### config.mk
export PLATFORM = sky130hd
export DESIGN_NAME = hnec_sqrt
export DESIGN_NICKNAME = d
export VERILOG_FILES = /design/src/rtl/hnec_pkg.sv /design/src/rtl/hnec_sqrt.sv
export SDC_FILE = /design/constraint.sdc
export NUM_CORES = 1
export LEC_CHECK = 0
export BUFFER_PORTS_ARGS = -buffer_cell sky130_fd_sc_hd__buf_4
export CAP_MARGIN = 10
export CORE_MARGIN = 2
export CORE_UTILIZATION = 45
export DETAILED_ROUTE_END_ITERATION = 7
export SLEW_MARGIN = 20
export SYNTH_ARGS = -nofsm -noshare
export SYNTH_HDL_FRONTEND = slang
export SYNTH_SLANG_ARGS = --single-unit
### constraint.sdc
create_clock -name clock -period 8.3 [get_ports clock]
set_input_delay 1.66 -clock clock [delete_from_list [all_inputs] [get_ports clock]]
set_output_delay 1.66 -clock clock [all_outputs]
set_load 0.02 [all_outputs]
### src/rtl/hnec_pkg.sv
package hnec_pkg;

   localparam int IDX_W     = 5;
   localparam int SCORE_W   = 32;
   localparam int WEIGHT_W  = 16;
   localparam int ROUND_W   = 16;
   localparam int COUNT_W   = 6;
   localparam int CSR_IDX_W = 2;
   localparam int CSR_W     = 32;
   localparam int ACC_W     = 54;
   localparam int RAD_W     = 80;
   localparam int ROOT_W    = 40;
   localparam int RAW_W     = 35;
   localparam int SUM_W     = 41;
   localparam int DIFF_W    = 39;
   localparam int WIDE_W    = 70;
   localparam int PROD_W    = 65;
   localparam int INC_DEPTH = 1024;
   localparam int SCORE_DEPTH = 128;
   localparam int RAW_DEPTH = 64;

   localparam logic CMD_WRITE = 1'b0;
   localparam logic CMD_START = 1'b1;

   localparam logic [CSR_IDX_W-1:0] CSR_NODE_COUNT = 2'd0;
   localparam logic [CSR_IDX_W-1:0] CSR_EDGE_COUNT = 2'd1;
   localparam logic [CSR_IDX_W-1:0] CSR_ITER_LIMIT = 2'd2;
   localparam logic [CSR_IDX_W-1:0] CSR_TOLERANCE  = 2'd3;

   // 2^31 / count, indexed by count - 1
   localparam logic [SCORE_W-1:0] INIT_SHARE [32] = '{
      32'd2147483648, 32'd1073741824, 32'd715827882, 32'd536870912,
      32'd429496729,  32'd357913941,  32'd306783378, 32'd268435456,
      32'd238609294,  32'd214748364,  32'd195225786, 32'd178956970,
      32'd165191049,  32'd153391689,  32'd143165576, 32'd134217728,
      32'd126322567,  32'd119304647,  32'd113025455, 32'd107374182,
      32'd102261126,  32'd97612893,   32'd93368854,  32'd89478485,
      32'd85899345,   32'd82595524,   32'd79536431,  32'd76695844,
      32'd74051160,   32'd71582788,   32'd69273666,  32'd67108864
   };

   typedef enum logic [4:0] {
      ST_IDLE,
      ST_INIT,
      ST_ACC_RD,
      ST_ACC_SQ,
      ST_ACC_MW,
      ST_ACC_ADD,
      ST_RT1_GO,
      ST_RT1,
      ST_OM0,
      ST_OM1,
      ST_OM2,
      ST_RT2_GO,
      ST_RT2,
      ST_RAW_WR,
      ST_NM_RD,
      ST_NM_GO,
      ST_NM_DIV,
      ST_NM_WR,
      ST_RND_END,
      ST_OUT_RD,
      ST_OUT_LD,
      ST_OUT_WAIT
   } state_type;

   typedef struct packed {
      logic                cmd;
      logic [IDX_W-1:0]    row;
      logic [IDX_W-1:0]    col;
      logic [WEIGHT_W-1:0] weight;
   } req_type;

   typedef struct packed {
      logic               is_edge;
      logic [IDX_W-1:0]   index;
      logic [SCORE_W-1:0] score;
      logic               converged;
      logic [ROUND_W-1:0] rounds;
      logic               last;
   } rsp_type;

endpackage

### src/rtl/hnec_sqrt.sv
module hnec_sqrt (
   input  logic                       clock,
   input  logic                       reset,
   input  logic                       start,
   input  logic [hnec_pkg::RAD_W-1:0] radicand,
   output logic                       done,
   output logic [hnec_pkg::ROOT_W-1:0] root
);
   import hnec_pkg::*;

   localparam int REM_W  = ROOT_W + 3;
   localparam int STEP_W = 6;

   logic [RAD_W-1:0]  rad_ff;
   logic [REM_W-1:0]  rem_ff;
   logic [ROOT_W-1:0] root_ff;
   logic [STEP_W-1:0] step_ff;
   logic              busy_ff;
   logic              done_ff;
   logic [REM_W-1:0]  rem_sh;
   logic [REM_W-1:0]  trial;
   logic              fits;

   assign rem_sh = {rem_ff[REM_W-3:0], rad_ff[RAD_W-1 -: 2]};
   assign trial  = {1'b0, root_ff, 2'b01};
   assign fits   = rem_sh >= trial;

   always_ff @(posedge clock) begin
      if (reset) begin
         busy_ff <= 1'b0;
         done_ff <= 1'b0;
         step_ff <= '0;
      end else if (start) begin
         busy_ff <= 1'b1;
         done_ff <= 1'b0;
         step_ff <= '0;
      end else if (busy_ff) begin
         step_ff <= step_ff + 1'b1;
         if (step_ff == STEP_W'(ROOT_W - 1)) begin
            busy_ff <= 1'b0;
            done_ff <= 1'b1;
         end
      end
   end

   always_ff @(posedge clock) begin
      if (start) begin
         rad_ff  <= radicand;
         rem_ff  <= '0;
         root_ff <= '0;
      end else if (busy_ff) begin
         rad_ff  <= {rad_ff[RAD_W-3:0], 2'b00};
         rem_ff  <= fits ? rem_sh - trial : rem_sh;
         root_ff <= {root_ff[ROOT_W-2:0], fits};
      end
   end

   assign done = done_ff;
   assign root = root_ff;

endmodule

==> results of run 1 <==
==> cells in the final DEF (no fill, tap or decap), drive strengths merged, types with 5 or more instances in the layout <==
master and instances:
inv 60, nand4 12, nor3 8, nor2b 5, o21a 17, mux2i 47, o211ai 5, o21ai 39
and3 11, ha 43, a211oi 6, nand2 100, nor3b 5, xnor2 23, mux2 78, nand3 11
o21bai 5, a31oi 5, a41oi 5, clkbuf 17, a311oi 26, a21oi 55, nor2 101, a21o 11
dfxtp 89, edfxtp 80, o31ai 5, buf 128, and2 6, xor2 14
==> tightest hold or removal path: stages (launching register included) <==
cell,delay (ns)
dfxtp_1,0.34
nand2_1,0.06
o21ai_1,0.05
==> per-layer routing <==
metal / track usage, % / share of wire [%] / vias to the layer above / wire length (um)
met5: 0 / 0 / - / 0
met4: 4.72 / 1.4 / 0 / 309
met3: 7.16 / 6.9 / 21 / 1500
met2: 30.0 / 45 / 174 / 9720
met1: 25.8 / 47 / 3450 / 10100
li1: - / - / 3690 / -
==> power by group <==
part           internal, mW  switching, mW
Combinational         0.832           1.34
Sequential            0.990         0.0860
Clock                 0.402          0.386
Total                  2.22           1.82
==> final cells by class <==
| type | count | share of cell area, % |
|---|---|---|
| multi-input combinational | 694 | 45.0 |
| clock inverter | 14 | 1.25 |
| clock buffer | 17 | 3.74 |
| inverter | 50 | 1.65 |
| tap | 280 | 3.08 |
| timing repair buffer | 128 | 8.47 |
| sequential | 169 | 36.8 |
==> path summary, 6_finish.rpt <==
check | from | end | slack (ns)
min | rem_ff[0]$_SDFFE_PP0P_ | rem_ff[0]$_SDFFE_PP0P_ | 0.49
max reg2reg | root[15]$_SDFFE_PP0P_ | rem_ff[33]$_SDFFE_PP0P_ | 4.53
min reg2reg | rem_ff[0]$_SDFFE_PP0P_ | rem_ff[0]$_SDFFE_PP0P_ | 0.49
max | root[15]$_SDFFE_PP0P_ | rem_ff[33]$_SDFFE_PP0P_ | 4.53
==> sequential cells by signal (all words and copies together) (netlist names) <==
| signal | flops |
|---|---|
| done | 1 |
| rad_ff | 80 |
| step_ff | 6 |
| root | 40 |
| busy_ff | 1 |
| rem_ff | 41 |
==> per-stage QoR <==
stage                     utilization (%)  cell area, sq um  hold slack (ns)
after floorplan                         -              9810            0.442
after global placement               50.0             10800            0.472
after detailed placement             50.0             10800            0.485
after CTS                            52.7             11400            0.493
after global routing                 52.7             11400            0.514
final                                52.7             11400            0.494
==> synth_stat cells, types with 6 or more instances <==
master / instances
xor2_1: 14
mux2i_1: 47
dfxtp_1: 89
and2_1: 6
o21ai_0: 36
buf_1: 6
a311oi_2: 22
inv_1: 50
nor2_1: 101
nand2_2: 23
clkbuf_1: 34
edfxtp_1: 80
nand2_1: 77
ha_1: 43
and3_1: 11
mux2_2: 78
buf_2: 11
a21oi_1: 54
nand4_1: 11
nand3_1: 11
nor3_1: 8
xnor2_1: 23
a21o_1: 11
o21a_1: 17
==> logic make-up (layout without fill, tap and decap cells) <==
family	Yosys count	count (layout)
buf+inv	111	209
xor+xnor	37	37
flops	169	169
simple gates	279	279
compound gates	210	210
fa+ha+maj	43	43
mux	125	125
==> impl_metrics.yaml, run 1 <==
outcome:
  outcome: "finished, final reports clean"
grt:
  gr-total-overflow: 0
  grt_pass1_vias: 7108
  antenna_found_initial: 0
  grt.total_usage_pct: 19.4
  grt_max_degree: 105
  grt_pass1_wl_um: 35400
worst_setup_path:
  cp_num_cells: 11
  worstPathCellList: "inv_1 -> ha_1 -> a21oi_2 -> a21boi_0 -> a211o_1 -> o2bb2ai_1 -> nor3b_4 -> o21a_1 -> buf_4 -> nand2_1 -> a311oi_1"
  critical_path_required_ns: 8.63
  worst_path_max_delay_cell: "o21a_1"
  start_kind: "flop"
  worstRegToRegCells: 11
  cp-end-kind: "flop"
  crit_family: "compound AO/OA/AOI/OAI gates"
  critPathMaxFanout: 23
  cpPeakStageDelay_ns: 0.74
  crit_buf_inv: 2
  crit_type: "flop to flop"
  arrival_ns: 4.10
timing:
  finalWorstSetupSlack_ns: 4.53
  worst_slew_pin_slew_ns: 0.998
  slew_violations: 0
  final.setup.tns_ns: 0
  fin_crit_ns: 3.77
  fmax_mhz: 266
  post-route-period-util_pct: 45.4
  max_slew_margin_pct: 33.5
  hold_viol: 0
  rsz0062_at_grt: "no"
  setup_viol: 0
  skew_ns: 0.0159
clock_network:
  h-tree-depth: 4
  clk_path_buf_depth: 2
  cts_resized: 0
  ctsHoldBuffers: 0
  worst_skew_pair.late_latency_ns: 0.44
  cts_root_buffer: "clkbuf_16"
  clock_sinks: 169
  postCtsSetupRepairBufs: 0
  cts_made_buffers: 17
  clk_pin_slew_ns: 0.07
  cts_tree: "yes"
pwr:
  p_per_area_nw_per_um2: 355
  power_mw: 4.04
  peakVddDrop_v: 0.000255
  leakage_nw: 4.51
routing:
  dr_total_vias: 7335
  wl_um: 21700
  vias_per_cell: 5.43
  ant_nets: 0
  drt_pre_antenna_iters: 5
  drtIter0Drc: 341
  drc: 0
  wl_per_cell_um: 16.0
finish:
  ff_latch_area_sq_um: 4190
  multi_input_area_sq_um: 5130
  final_nets: 1186
  area_growth_syn_to_layout_pct: 16.1
  drive_gt1_share_pct: 27.9
  finalNonFillerCells: 1352
  fillers: 2005
  antenna_cells: 0
yosys:
  yosysTopAreaCellShare_pct: 24.5
  synthesis.area_sq_um: 9810
  synthSimpleGateAreaFrac_pct: 13.5
  synth_cells: 974
  synth_mux_area_share_pct: 13.8
  syn_area_per_cell_sq_um: 10.1
  syn_nets: 1100
  async_flop_share_pct: 0
  synthAdderAreaFrac_pct: 5.48
  synth_edf_count: 80
  synth.distinct_cells: 75
  yosys_warnings: 0
  yosysTopAreaCell: "edfxtp_1"
  yosys-top-cells-area: "edfxtp_1 24%, dfxtp_1 18%, mux2_2 9.0%, ha_1 5.5%, mux2i_1 4.8%"
  ys_ff_latch: 169
  synthXorXnorAreaFrac_pct: 3.30
  synth_ff_type: "dfxtp_1"
  synth_top_family_by_area: "compound AO/OA/AOI/OAI gates"
  ys_seq_area_share_pct: 42.7
  synth_compound_area_share_pct: 16.2
run:
  cap_violations: 0
floorplan:
  initial_utilization_pct: 45.4
  core-area_sq_um: 21600
  num_rows: 54
  die_w_um: 152
  io_pins: 124
  die-area_sq_um: 23000
  die_h_um: 152
placed_design:
  place_inst: 1321
  gp_congestion: 0.843
  place.port_buffers: 123
  place_ws_ns: 4.17
  dp_hpwl_um: 15100
hold_path:
  hold_path.class: "flop to flop"
  min_path_cells: 2
No activity file was read; power rests on OpenSTA's default activity.
==> run 2, diff against run 1 <==
Clock period 8.3 ns to 3.75 ns, I/O delays scaled along.
==> run 2 against run 1 <==
  * Hold slack lost 0.027 ns
  * Core utilization grew 0.42 points
  * Sequential share of layout area shrank 0.29 points
  * Count of clock-buffer cells in the layout grew 1
  * Routed wire length grew 1.6%
  * Non-clock buffer count grew 6
  * Total power grew 120%
  * Die area is the same
  * Largest power group unchanged
  * Highest routed layer unchanged
==> impl_metrics.yaml, run 2 (synthesis gave the netlist of run 1 again) <==
routing:
  drt_pre_antenna_iters: 5
  wl_um: 22000
  wl_per_cell_um: 16.2
  vias_per_cell: 5.44
  ant_nets: 0
  dr_total_vias: 7389
  drc: 0
  drtIter0Drc: 376
floorplan:
  initial_utilization_pct: 45.4
  num_rows: 54
  die_w_um: 152
  core-area_sq_um: 21600
  die-area_sq_um: 23000
  die_h_um: 152
  io_pins: 124
timing:
  fin_crit_ns: 3.19
  post-route-period-util_pct: 85.1
  final.setup.tns_ns: 0
  slew_violations: 0
  rsz0062_at_grt: "no"
  hold_viol: 0
  worst_slew_pin_slew_ns: 0.993
  max_slew_margin_pct: 33.8
  skew_ns: 0.0107
  setup_viol: 0
  fmax_mhz: 313
  finalWorstSetupSlack_ns: 0.558
clock_network:
  clk_pin_slew_ns: 0.07
  cts_root_buffer: "clkbuf_16"
  cts_resized: 0
  h-tree-depth: 4
  postCtsSetupRepairBufs: 0
  cts_made_buffers: 17
  cts_tree: "yes"
  worst_skew_pair.late_latency_ns: 0.43
  ctsHoldBuffers: 0
  clock_sinks: 169
  clk_path_buf_depth: 2
pwr:
  peakVddDrop_v: 0.000658
  leakage_nw: 4.56
  p_per_area_nw_per_um2: 789
placed_design:
  place.port_buffers: 123
  gp_congestion: 0.871
  place_ws_ns: 0.580
  dp_hpwl_um: 15400
worst_setup_path:
  cpPeakStageDelay_ns: 0.39
  worst_path_max_delay_cell: "ha_1"
  cp-end-kind: "flop"
  critPathMaxFanout: 22
  crit_type: "flop to flop"
  r2r_slack_ns: 0.56
  start_kind: "flop"
  arrival_ns: 3.52
  worstPathCellList: "inv_1 -> ha_1 -> a21oi_1 -> o21ai_0 -> a211o_1 -> o2bb2ai_1 -> nor3b_4 -> o21a_1 -> buf_4 -> nand2_1 -> a311oi_1"
  critical_path_required_ns: 4.08
finish:
  layout_common_cells: "132 x buf_4, 101 x nor2_1, 88 x dfxtp_1, 80 x edfxtp_1, 78 x mux2_2"
  fillers: 1998
  largest-register: "rad_ff"
  area_growth_syn_to_layout_pct: 17.0
  antenna_cells: 0
  final_nets: 1192
  layout_commonest_cell: "buf_4"
  largest_reg_flops: 80
  drive_gt1_share_pct: 28.3
grt:
  grt.total_usage_pct: 19.8
  antenna_found_initial: 0
  gr-total-overflow: 0
  grt_pass1_vias: 7230
  grt_pass1_wl_um: 36300
  grt_max_degree: 118
outcome:
  outcome: "finished, final reports clean"
hold_path:
  hold_path.class: "primary input to flop"
run:
  cap_violations: 0
-- run 2: cell count changes in the layout (fill, tap and decap cells not counted), sizes merged --
| cell | delta |
|---|---|
| buf | +6 |
| inv | -2 |
| clkbuf | +1 |
| clkinv | +2 |
| bufinv | +1 |
| clkinvlp | -1 |
-- run 2: worst max-delay path, delay by kind of cell, from the launching register on --
family | cells | cell delay, ns
flops | 1 | 0.38
buf+inv | 2 | 0.40
compound gates | 6 | 1.42
simple gates | 2 | 0.49
fa+ha+maj | 1 | 0.39
-- run 2: area by class of cell --
type / count / area (sq um) / share of cell area, %
inverter: 50 / 188 / 1.64
clock buffer: 18 / 429 / 3.74
timing repair buffer: 134 / 1020 / 8.91
tap: 280 / 350 / 3.05
sequential: 169 / 4190 / 36.5
clock inverter: 14 / 173 / 1.50
multi-input combinational: 694 / 5130 / 44.7
-- run 2: through the flow --
step	hold WS (ns)	cells	cell area (sq um)	power, mW	utilization (%)
after floorplan	0.442	974	9810	6.43	-
after global placement	0.469	1327	10900	7.29	50.3
after detailed placement	0.477	1327	10900	7.26	50.3
after CTS	0.454	1359	11500	9.11	53.1
after global routing	0.454	1359	11500	9.74	53.1
final	0.467	1359	11500	9.06	53.1
-- run 2: worst paths after layout --
kind                           from                       to  depth (start not counted)
max           root[12]$_SDFFE_PP0P_  rem_ff[37]$_SDFFE_PP0P_                         11
min                           reset       busy_ff$_SDFF_PP0_                          2
max reg2reg   root[12]$_SDFFE_PP0P_  rem_ff[37]$_SDFFE_PP0P_                         11
min reg2reg  rem_ff[0]$_SDFFE_PP0P_   rem_ff[0]$_SDFFE_PP0P_                          2
-- run 2: where the power goes --
part / internal (mW) / switching (mW)
registers: 2.19 / 0.170
logic: 1.91 / 2.98
clock network: 0.960 / 0.842
total: 5.06 / 4.00
-- run 2: routing by layer --
| layer | share of wire [%] | vias to the layer above | GRT usage (%) |
|---|---|---|---|
| met5 | 0 | - | 0 |
| met4 | 1.1 | 0 | 4.95 |
| met3 | 6.9 | 25 | 6.44 |
| met2 | 46 | 186 | 31.1 |
| met1 | 46 | 3475 | 26.4 |
| li1 | - | 3703 | - |
