$ cat config.mk
export PLATFORM = sky130hd
export DESIGN_NAME = hnec_div
export DESIGN_NICKNAME = d
export VERILOG_FILES = /design/src/rtl/hnec_pkg.sv /design/src/rtl/hnec_div.sv
export SDC_FILE = /design/constraint.sdc
export NUM_CORES = 1
export LEC_CHECK = 0
export ABC_AREA = 1
export BUFFER_PORTS_ARGS = -buffer_cell sky130_fd_sc_hd__buf_4
export CORE_ASPECT_RATIO = 1.2
export CORE_MARGIN = 5
export CORE_UTILIZATION = 59
export CTS_CLUSTER_DIAMETER = 80
export DETAILED_ROUTE_END_ITERATION = 16
export GPL_TIMING_DRIVEN = 0
export PLACE_DENSITY = 0.94
export SLEW_MARGIN = 20
export SYNTH_ARGS = -nofsm -noshare
export SYNTH_HDL_FRONTEND = slang
export SYNTH_SLANG_ARGS = --single-unit
$ cat constraint.sdc
create_clock -name clock -period 3.7 [get_ports clock]
set_clock_uncertainty 0.1 [all_clocks]
set_input_delay 0.925 -clock clock [delete_from_list [all_inputs] [get_ports clock]]
set_output_delay 0.925 -clock clock [all_outputs]
set_load 0.005 [all_outputs]
$ cat src/rtl/hnec_pkg.sv
package hnec_pkg;

   localparam int IDX_W     = 5;
   localparam int SCORE_W   = 32;
   localparam int WEIGHT_W  = 16;
   localparam int ROUND_W   = 16;
   localparam int COUNT_W   = 6;
   localparam int CSR_IDX_W = 2;
   localparam int CSR_W     = 32;
   localparam int ACC_W     = 54;
   localparam int RAD_W     = 80;
   localparam int ROOT_W    = 40;
   localparam int RAW_W     = 35;
   localparam int SUM_W     = 41;
   localparam int DIFF_W    = 39;
   localparam int WIDE_W    = 70;
   localparam int PROD_W    = 65;
   localparam int INC_DEPTH = 1024;
   localparam int SCORE_DEPTH = 128;
   localparam int RAW_DEPTH = 64;

   localparam logic CMD_WRITE = 1'b0;
   localparam logic CMD_START = 1'b1;

   localparam logic [CSR_IDX_W-1:0] CSR_NODE_COUNT = 2'd0;
   localparam logic [CSR_IDX_W-1:0] CSR_EDGE_COUNT = 2'd1;
   localparam logic [CSR_IDX_W-1:0] CSR_ITER_LIMIT = 2'd2;
   localparam logic [CSR_IDX_W-1:0] CSR_TOLERANCE  = 2'd3;

   // 2^31 / count, indexed by count - 1
   localparam logic [SCORE_W-1:0] INIT_SHARE [32] = '{
      32'd2147483648, 32'd1073741824, 32'd715827882, 32'd536870912,
      32'd429496729,  32'd357913941,  32'd306783378, 32'd268435456,
      32'd238609294,  32'd214748364,  32'd195225786, 32'd178956970,
      32'd165191049,  32'd153391689,  32'd143165576, 32'd134217728,
      32'd126322567,  32'd119304647,  32'd113025455, 32'd107374182,
      32'd102261126,  32'd97612893,   32'd93368854,  32'd89478485,
      32'd85899345,   32'd82595524,   32'd79536431,  32'd76695844,
      32'd74051160,   32'd71582788,   32'd69273666,  32'd67108864
   };

   typedef enum logic [4:0] {
      ST_IDLE,
      ST_INIT,
      ST_ACC_RD,
      ST_ACC_SQ,
      ST_ACC_MW,
      ST_ACC_ADD,
      ST_RT1_GO,
      ST_RT1,
      ST_OM0,
      ST_OM1,
      ST_OM2,
      ST_RT2_GO,
      ST_RT2,
      ST_RAW_WR,
      ST_NM_RD,
      ST_NM_GO,
      ST_NM_DIV,
      ST_NM_WR,
      ST_RND_END,
      ST_OUT_RD,
      ST_OUT_LD,
      ST_OUT_WAIT
   } state_type;

   typedef struct packed {
      logic                cmd;
      logic [IDX_W-1:0]    row;
      logic [IDX_W-1:0]    col;
      logic [WEIGHT_W-1:0] weight;
   } req_type;

   typedef struct packed {
      logic               is_edge;
      logic [IDX_W-1:0]   index;
      logic [SCORE_W-1:0] score;
      logic               converged;
      logic [ROUND_W-1:0] rounds;
      logic               last;
   } rsp_type;

endpackage

$ cat src/rtl/hnec_div.sv
module hnec_div (
   input  logic                         clock,
   input  logic                         reset,
   input  logic                         start,
   input  logic [hnec_pkg::RAW_W-1:0]   dividend,
   input  logic [hnec_pkg::SUM_W-1:0]   divisor,
   output logic                         done,
   output logic [hnec_pkg::SCORE_W-1:0] quotient
);
   import hnec_pkg::*;

   localparam int REM_W  = SUM_W + 1;
   localparam int STEP_W = 5;

   logic [REM_W-1:0]   rem_ff;
   logic [SUM_W-1:0]   div_ff;
   logic [SCORE_W-1:0] quo_ff;
   logic [STEP_W-1:0]  step_ff;
   logic               busy_ff;
   logic               done_ff;
   logic               fits;
   logic [REM_W-1:0]   rem_sub;

   assign fits    = rem_ff >= {1'b0, div_ff};
   assign rem_sub = fits ? rem_ff - {1'b0, div_ff} : rem_ff;

   always_ff @(posedge clock) begin
      if (reset) begin
         busy_ff <= 1'b0;
         done_ff <= 1'b0;
         step_ff <= '0;
      end else if (start) begin
         busy_ff <= 1'b1;
         done_ff <= 1'b0;
         step_ff <= '0;
      end else if (busy_ff) begin
         step_ff <= step_ff + 1'b1;
         if (step_ff == STEP_W'(SCORE_W - 1)) begin
            busy_ff <= 1'b0;
            done_ff <= 1'b1;
         end
      end
   end

   always_ff @(posedge clock) begin
      if (start) begin
         rem_ff <= REM_W'(dividend);
         div_ff <= divisor;
         quo_ff <= '0;
      end else if (busy_ff) begin
         rem_ff <= {rem_sub[REM_W-2:0], 1'b0};
         quo_ff <= {quo_ff[SCORE_W-2:0], fits};
      end
   end

   assign done     = done_ff;
   assign quotient = quo_ff;

endmodule

==> results.py, run 1 <==
metrics = {
    "run_status": {
        "outcome": "completed",
    },
    "synth": {
        "synth.area.top_cells": "edfxtp_1, nand2_1, dfxtp_1, inv_1, ha_1",
        "synth-seq-cells": 122,
        "ys_top_cells_by_count": "nand2_1, inv_1, nor2_1",
        "synthDistinctLibCells": 40,
        "synth-edff-count": 76,
        "syn-cell-area_um2": 7980,
        "synth_most_common_cell": "nand2_1",
        "syn-num-nets": 1245,
        "synth_area_per_cell_um2": 7.11,
        "ys_async_sr_fraction": 0,
        "synth.largest_area_cell": "edfxtp_1",
        "synthCells": 1122,
        "ys.flop_type": "edfxtp_1",
        "ys_warn_count": 0,
        "ys_seq_area_frac": 0.402,
        "synth_top_area_frac": 0.286,
    },
    "clock_tree": {
        "cts_resized": 0,
        "cts_tree": "done",
        "clock_path_buffers": 2,
        "cts_buffers": 17,
        "cts.sinks": 122,
        "cts-root-buf": "clkbuf_16",
        "worstSkewPairLatency_ns": 0.43,
        "post-cts-setup-buffers": 0,
        "holdBufCountCts": 0,
        "clk_pin_slew_worst_paths_ns": 0.06,
        "h-tree-depth": 4,
    },
    "setup_path": {
        "critPathKind": "input port to register",
        "worstPathRequired_ns": 3.77,
        "cp_num_buf_inv": 4,
        "ff2ff_setup_slack_ns": 0.86,
        "crit_family": "buffers and inverters",
        "cp-end-kind": "register",
        "critPathMaxStageDelay_ns": 0.47,
        "start_kind": "input port",
        "crit_arrival_ns": 3.00,
        "cp_max_fo": 42,
        "cp_cell_sequence": "buf_4 > clkbuf_1 > clkinv_1 > clkbuf_1 > o211ai_1 > nand2_1",
        "crit_slowest_cell": "buf_4",
        "crit_path_frequent_cell": "clkbuf_1",
    },
    "hold_path": {
        "hp-class": "register to register",
    },
    "sta": {
        "worstMarginPinSlew_ns": 0.754,
        "fin_crit_sh": 0.792,
        "fin_crit_ns": 2.93,
        "fin_tns_setup_ns": 0,
        "setup_viol": 0,
        "max_slew_margin": 0.497,
        "slew_viol_final": 0,
        "hold_viol": 0,
        "whs_ns": 0.379,
        "max_freq_mhz": 341,
        "rsz0062_at_grt": "false",
    },
    "flow_run": {
        "maxCapViolCount": 0,
    },
    "grt": {
        "grt_max_degree": 45,
        "grt_pass1_wl_um": 36400,
        "grt_util_all_layers": 0.298,
        "grt_pass1_vias": 7510,
        "grt_antenna_before_repair": 0,
        "grt-ovfl-total": 0,
    },
    "routing": {
        "first_pass_iters": 5,
        "ant_nets": 0,
        "vias": 7749,
        "via_per_inst": 5.41,
        "wl_um": 23100,
        "initialDrtViolationCount": 617,
        "drcViolationCount": 0,
        "wl_per_cell_um": 16.1,
    },
    "finish": {
        "drive_above_1_share": 0.138,
        "diodes": 0,
        "fin_util": 0.723,
        "syn2layout_area_growth_pct": 20.0,
        "final_nets": 1375,
        "finalNonFillerCells": 1433,
    },
    "die": {
        "start_util": 0.602,
        "io_pins": 112,
        "dieArea_um2": 16000,
        "die_h_um": 137,
        "core_um2": 13200,
        "core.rowCount": 46,
        "die_width_um": 116,
    },
    "pwr": {
        "power.density_nw_per_um2": 452,
        "vdd.ir_drop.worst_mv": 0.434,
        "finalPower_mw": 4.32,
        "leakage_nw": 4.82,
    },
    "placement": {
        "hpwl_um": 17500,
        "port_buffers": 111,
        "place_inst": 1401,
        "place_congestion": 1.02,
    },
}
==> registers in the layout, indices dropped and copies added (netlist names) <==
signal and count:
rem_ff 42, done 1, div_ff 41, step_ff 5, busy_ff 1, quotient 32
==> metal layers <==
layer	part of all wire	up-vias	track usage	wire length, µm
met5	0	-	0	0
met4	0.035	0	0.141	815
met3	0.095	61	0.0769	2200
met2	0.48	354	0.488	11000
met1	0.39	3530	0.367	9110
li1	-	3804	-	-
==> worst register-to-register path: stages (launching register included) <==
cell	delay, ns
edfxtp_1	0.37
inv_1	0.07
ha_1	0.23
fa_1	0.44
inv_1	0.10
nand3_1	0.10
nand3_2	0.14
nand2_1	0.10
nand3_2	0.13
nand2_4	0.10
nand2_4	0.08
buf_8	0.16
buf_6	0.20
nand3b_1	0.09
nand3_1	0.13
nand2_1	0.07
==> kinds of logic after synthesis <==
kind of cell    count (synthesis)  synth area share
buf+inv                       239             0.119
simple gates                  560             0.289
xor+xnor                       23            0.0253
fa+ha+maj                      44            0.0700
flops                         122             0.402
compound gates                134            0.0954
==> metrics by stage <==
step / worst slack, ns / instance area (µm²)
6_report: 0.771 / 9570
3_3_place_gp: -0.773 / 9020
4_1_cts: 0.791 / 9570
3_5_place_dp: 0.401 / 9020
5_1_grt: 0.664 / 9570
2_1_floorplan: 0.669 / 7980
==> path summary, 6_finish.rpt <==
check | to | cells past startpoint | start
max | rem_ff[5] | 6 | start
min | rem_ff[41] | 2 | rem_ff[41]
min reg2reg | rem_ff[41] | 2 | rem_ff[41]
max reg2reg | rem_ff[18] | 15 | rem_ff[0]
==> power breakdown <==
group	internal (mW)	leakage (nW)	switching (mW)
Clock	0.933	0.278	0.627
Sequential	1.55	1.13	0.0459
Combinational	0.421	3.41	0.743
Total	2.91	4.82	1.42
==> placed cells by master (no fill, tap or decap), types with 5 or more instances in the layout <==
cell type,instances
nand2_1,369
o21ai_1,24
buf_4,111
buf_6,5
o21bai_1,7
o22ai_1,29
a21oi_1,38
xor2_1,5
xnor2_1,18
nand4_1,9
dfxtp_1,46
inv_2,6
edfxtp_1,76
or2_1,8
clkbuf_1,14
ha_1,43
nor3_1,6
clkbuf_16,18
o211ai_1,7
nand3_1,56
nor2_1,87
nor2_2,11
o21ai_0,22
inv_1,208
==> cell type report <==
type	instances	area, µm²
Clock buffer	23	489
Tap cell	168	210
Sequential cell	122	3200
Buffer	23	141
Clock inverter	9	60.1
Inverter	216	811
Fill cell	1078	3670
Multi-Input combinational cell	761	3820
Timing Repair Buffer	111	833
No activity file was read; power rests on OpenSTA's default activity.
==> run 2, diff against run 1 <==
--- a/config.mk
+++ b/config.mk
@@ -5,15 +5,15 @@
 export SDC_FILE = /design/constraint.sdc
 export NUM_CORES = 1
 export LEC_CHECK = 0
-export ABC_AREA = 1
+export ABC_AREA = 0
 export BUFFER_PORTS_ARGS = -buffer_cell sky130_fd_sc_hd__buf_4
 export CORE_ASPECT_RATIO = 1.2
 export CORE_MARGIN = 5
-export CORE_UTILIZATION = 59
+export CORE_UTILIZATION = 52
 export CTS_CLUSTER_DIAMETER = 80
 export DETAILED_ROUTE_END_ITERATION = 16
 export GPL_TIMING_DRIVEN = 0
-export PLACE_DENSITY = 0.94
+export PLACE_DENSITY = 0.89
 export SLEW_MARGIN = 20
 export SYNTH_ARGS = -nofsm -noshare
 export SYNTH_HDL_FRONTEND = slang
==> constraint.sdc (replaced) <==
create_clock -name clock -period 2.44 [get_ports clock]
set_clock_uncertainty 0.1 [all_clocks]
set_input_delay 0.61 -clock clock [delete_from_list [all_inputs] [get_ports clock]]
set_output_delay 0.61 -clock clock [all_outputs]
set_load 0.005 [all_outputs]
==> results.py, run 2 <==
metrics = {
    "grt": {
        "grt_max_degree": 45,
        "grt-ovfl-total": 0,
        "grt_pass1_wl_um": 32700,
        "grt_util_all_layers": 0.243,
        "grt_antenna_before_repair": 0,
        "grt_pass1_vias": 6688,
    },
    "setup_path": {
        "cp_max_fo": 8,
        "critPathKind": "register to register",
        "ff2ff_setup_slack_ns": -1.01,
        "crit_arrival_ns": 3.52,
        "cp-end-kind": "register",
        "worstPathRequired_ns": 2.51,
        "start_kind": "register",
    },
    "pwr": {
        "leakage_nw": 4.10,
        "power.density_nw_per_um2": 804,
        "vdd.ir_drop.worst_mv": 0.862,
        "finalPower_mw": 7.67,
    },
    "sta": {
        "slew_viol_final": 0,
        "hold_viol": 0,
        "worstMarginPinSlew_ns": 0.785,
        "setup_viol": 42,
        "fin_crit_sh": 1.41,
        "fin_crit_ns": 3.45,
        "rsz0062_at_grt": "true",
        "worst_slack_ns": -1.01,
        "fin_tns_setup_ns": -38.27,
        "max_slew_margin": 0.477,
        "whs_ns": 0.234,
        "max_freq_mhz": 290,
    },
    "die": {
        "dieArea_um2": 16400,
        "die_h_um": 139,
        "start_util": 0.526,
        "io_pins": 112,
        "core_um2": 13800,
        "core.rowCount": 47,
        "die_width_um": 118,
    },
    "clock_tree": {
        "h-tree-depth": 4,
        "worstSkewPairLatency_ns": 0.43,
        "cts_buffers": 17,
        "cts-root-buf": "clkbuf_16",
        "cts_tree": "done",
        "holdBufCountCts": 0,
        "clock_path_buffers": 2,
        "cts.sinks": 122,
        "clk_pin_slew_worst_paths_ns": 0.06,
    },
    "synth": {
        "ys_async_sr_fraction": 0,
        "synth.largest_area_cell": "edfxtp_1",
        "synth_top_area_frac": 0.315,
        "syn-cell-area_um2": 7240,
        "synth_most_common_cell": "nor2_1",
        "synth.area.top_cells": "edfxtp_1, dfxtp_1, ha_1, mux2i_1, nor2_1",
        "ys_seq_area_frac": 0.442,
        "ys_top_cells_by_count": "nor2_1, nand2_1, edfxtp_1",
        "synth-seq-cells": 122,
        "synthDistinctLibCells": 63,
        "synth-edff-count": 76,
        "synth_area_per_cell_um2": 9.46,
        "synthCells": 766,
        "syn-num-nets": 889,
        "ys_warn_count": 0,
        "ys.flop_type": "edfxtp_1",
    },
    "finish": {
        "final_common_cell": "buf_4",
        "diodes": 0,
        "syn2layout_area_growth_pct": 31.7,
        "post-route-cell-area_um2": 9540,
        "finalNonFillerCells": 1115,
        "largest_register": "rem_ff",
        "final_nets": 1054,
        "drive_above_1_share": 0.285,
        "fin_util": 0.693,
        "final_cell_mix": "buf_4, nor2_1, edfxtp_1, nand2_1",
        "largest_reg_flops": 42,
    },
    "routing": {
        "vias": 6730,
        "ant_nets": 0,
        "wl_per_cell_um": 19.2,
        "drcViolationCount": 0,
        "via_per_inst": 6.04,
        "initialDrtViolationCount": 696,
        "wl_um": 21400,
        "first_pass_iters": 7,
    },
    "placement": {
        "place_inst": 1048,
        "port_buffers": 111,
        "place_congestion": 0.928,
        "place_area_um2": 8330,
        "pre_cts_ws_ns": -1.15,
        "hpwl_um": 13400,
    },
    "run_status": {
        "outcome": "complete, but fails checks",
        "violations": "setup timing",
    },
    "flow_run": {
        "maxCapViolCount": 0,
    },
    "hold_path": {
        "hp-class": "input port to register",
    },
}
-- run 2: changes by cell type after synthesis, sizes merged, moves of 9 or more --
cell and delta:
a21o +12, or2 -9, a31oi +29, a21oi +17
o21ai -20, inv -161, mux2i +38, nand2 -283
o22ai -27, nand3 -41, buf +9, xor2 +11
-- run 2: final timing paths --
path | cells past startpoint | start | endpoint
worst max-delay path | 13 | rem_ff[11] | rem_ff[15]
worst min-delay path | 2 | reset | busy_ff
worst max register to register | 13 | rem_ff[11] | rem_ff[15]
worst min register to register | 2 | done | done
-- run 2: per-layer routing --
metal,vias up,share of wire,track usage
met3,100,0.092,0.0621
met1,3139,0.37,0.277
met4,0,0.051,0.135
met2,425,0.49,0.414
li1,3066,-,-
met5,-,0,0
-- run 2: layout make-up --
class	instances	area, µm²
plain buffers	38	255
clock buffers	19	475
clock inverters	13	115
fillers	955	4220
inverters	53	199
multi-input cells	552	3880
flip-flops and latches	122	3200
well taps	171	214
repair buffers	147	1200
-- run 2: kinds of logic (layout without fill, tap and decap cells) --
group / after synthesis / after routing / share of synthesized area
compound gates: 178 / 178 / 0.165
xor+xnor: 36 / 36 / 0.0435
flops: 122 / 122 / 0.442
buf+inv: 93 / 270 / 0.0568
mux: 41 / 41 / 0.0572
fa+ha+maj: 44 / 44 / 0.0770
simple gates: 252 / 253 / 0.158
-- run 2: critical path, cell delays in order (launching register included) --
cell and delay, ns:
edfxtp_1 0.41, ha_1 0.33, buf_6 0.14, a21oi_4 0.13
o211ai_1 0.16, a211oi_2 0.33, a211oi_4 0.13, o311ai_4 0.29
a211oi_2 0.13, or3_1 0.42, buf_6 0.18, buf_12 0.14
mux2i_1 0.20, o21ai_1 0.09
-- run 2: repair_timing --
item	4_1_cts	5_1_grt
gates resized for setup	34	42
endpoints found under the setup margin	106	77
pin swaps	13	17
gates cloned	1	4
setup buffers	21	11
-- run 2: where the power goes --
part	leakage, nW	internal [mW]	switching, mW
Sequential	1.12	2.40	0.0990
Clock	0.293	1.46	1.09
Combinational	2.68	1.13	1.49
==> run 3, diff against run 2 <==
--- a/config.mk
+++ b/config.mk
@@ -14,6 +14,7 @@
 export DETAILED_ROUTE_END_ITERATION = 16
 export GPL_TIMING_DRIVEN = 0
 export PLACE_DENSITY = 0.89
+export REMOVE_ABC_BUFFERS = 1
 export SLEW_MARGIN = 20
 export SYNTH_ARGS = -nofsm -noshare
 export SYNTH_HDL_FRONTEND = slang
==> results.py, run 3 (same netlist as run 2, synthesis figures left out) <==
metrics = {
    "finish": {
        "final_nets": 1014,
        "largest_register": "rem_ff",
        "final_common_cell": "buf_4",
        "nFillCells": 1045,
        "post-route-cell-area_um2": 9390,
        "diodes": 0,
        "largest_reg_flops": 42,
        "fin_util": 0.682,
        "finalNonFillerCells": 1075,
        "final_cell_mix": "buf_4, nor2_1, edfxtp_1, nand2_1",
        "syn2layout_area_growth_pct": 29.6,
        "drive_above_1_share": 0.281,
    },
    "setup_path": {
        "cp_max_fo": 5,
        "start_kind": "register",
        "worstPathRequired_ns": 2.67,
        "crit_arrival_ns": 3.72,
        "cp-end-kind": "register",
        "critPathKind": "register to register",
    },
    "sta": {
        "rsz0062_at_grt": "true",
        "slew_viol_final": 0,
        "fin_crit_sh": 1.43,
        "setup_viol": 42,
        "fin_tns_setup_ns": -40.19,
        "max_freq_mhz": 287,
        "worstMarginPinSlew_ns": 0.918,
        "worst_slack_ns": -1.04,
        "max_slew_margin": 0.388,
        "hold_viol": 0,
        "fin_crit_ns": 3.48,
    },
    "pwr": {
        "leakage_nw": 4.00,
        "power.internal_mw": 4.94,
        "p_clk_frac": 0.327,
        "switching_power_mw": 2.43,
        "power.share.sequential": 0.339,
        "vdd.ir_drop.worst_mv": 0.542,
        "netSwitchingFraction": 0.330,
        "finalPower_mw": 7.38,
        "power.density_nw_per_um2": 786,
        "combPwrFrac": 0.334,
    },
    "placement": {
        "hpwl_um": 11600,
        "place_congestion": 0.895,
        "place_area_um2": 8160,
        "port_buffers": 111,
        "place_inst": 1012,
    },
    "clock_tree": {
        "clk_pin_slew_worst_paths_ns": 0.06,
        "cts_tree": "done",
        "cts.sinks": 122,
        "worstSkewPairLatency_ns": 0.43,
        "cts-root-buf": "clkbuf_16",
        "clock_path_buffers": 2,
        "h-tree-depth": 4,
        "cts_buffers": 17,
    },
    "grt": {
        "grt_pass1_wl_um": 30100,
        "grt_max_degree": 99,
        "grt_antenna_before_repair": 0,
        "grt-ovfl-total": 0,
        "grt_pass1_vias": 6315,
        "grt_util_all_layers": 0.224,
    },
    "die": {
        "core_um2": 13800,
        "die_width_um": 118,
        "die_h_um": 139,
        "dieArea_um2": 16400,
        "io_pins": 112,
        "start_util": 0.526,
        "core.rowCount": 47,
    },
    "routing": {
        "via_per_inst": 5.77,
        "vias": 6204,
        "wl_per_cell_um": 17.6,
        "ant_nets": 0,
        "initialDrtViolationCount": 526,
        "first_pass_iters": 7,
        "drcViolationCount": 0,
        "wl_um": 18900,
    },
    "run_status": {
        "violations": "setup timing",
        "outcome": "complete, but fails checks",
    },
    "flow_run": {
        "maxCapViolCount": 0,
    },
    "hold_path": {
        "hp-class": "input port to register",
    },
}
## run 3: changes by cell type in the layout (fill, tap and decap cells not counted), moves of 5 or more
cell	before	now
buf_4	140	124
clkbuf_1	18	2
clkinv_2	0	5
inv_6	6	1
nand2_1	74	66
## run 3: area by class of cell
type | count | area, µm² | area share
repair buffers | 143 | 1200 | 0.128
flip-flops and latches | 122 | 3210 | 0.342
clock inverters | 11 | 88.8 | 0.00946
multi-input cells | 554 | 4010 | 0.427
well taps | 171 | 214 | 0.0228
clock buffers | 21 | 472 | 0.0502
inverters | 53 | 199 | 0.0212
## run 3: final timing paths
| kind | from | end | slack (ns) | cells past startpoint |
|---|---|---|---|---|
| worst max-delay path | div_ff[0] | rem_ff[35] | -1.04 | 13 |
| worst min-delay path | reset | busy_ff | 0.24 | 2 |
| worst max register to register | div_ff[0] | rem_ff[35] | -1.04 | 13 |
| worst min register to register | done | done | 0.39 | 2 |
## run 3: timing repair
action / in CTS / in global routing
setup endpoints to repair: 42 / 42
pin swaps: 16 / 37
setup buffers: 21 / 8
hold buffers: 0 / 0
gates cloned: 3 / 1
gates resized for setup: 30 / 68
## run 3: worst max-delay path: stages (launching register included)
cell      delay, ns
edfxtp_1       0.41
ha_4           0.18
fa_2           0.36
nor2b_2        0.14
o31a_1         0.26
o211ai_4       0.13
a211oi_4       0.31
o311ai_4       0.17
a211oi_4       0.35
nor3_4         0.09
buf_8          0.14
buf_12         0.13
or3b_4         0.36
a311oi_2       0.24
## run 3: per-layer routing
| layer | up-vias | share of wire | track usage |
|---|---|---|---|
| met5 | - | 0 | 0 |
| met4 | 0 | 0.023 | 0.0918 |
| met3 | 44 | 0.083 | 0.0804 |
| met2 | 234 | 0.50 | 0.377 |
| met1 | 2934 | 0.39 | 0.259 |
| li1 | 2992 | - | - |
## run 3: stage by stage
stage,setup WS [ns],hold WS [ns]
after detailed placement,-1.62,0.378
after global placement,-2.13,0.358
after CTS,-1.03,0.223
after global routing,-1.15,0.227
after floorplan,-1.23,0.360
final,-1.04,0.239
## run 3: power groups by stage
stage / Clock (mW) / Sequential, mW / Combinational, mW
floorplan: 0 / 2.52 / 1.45
global placement: 0 / 2.54 / 1.87
detailed placement: 0 / 2.53 / 1.95
CTS: 2.44 / 2.49 / 2.18
global route: 2.54 / 2.52 / 2.68
finish: 2.41 / 2.50 / 2.46
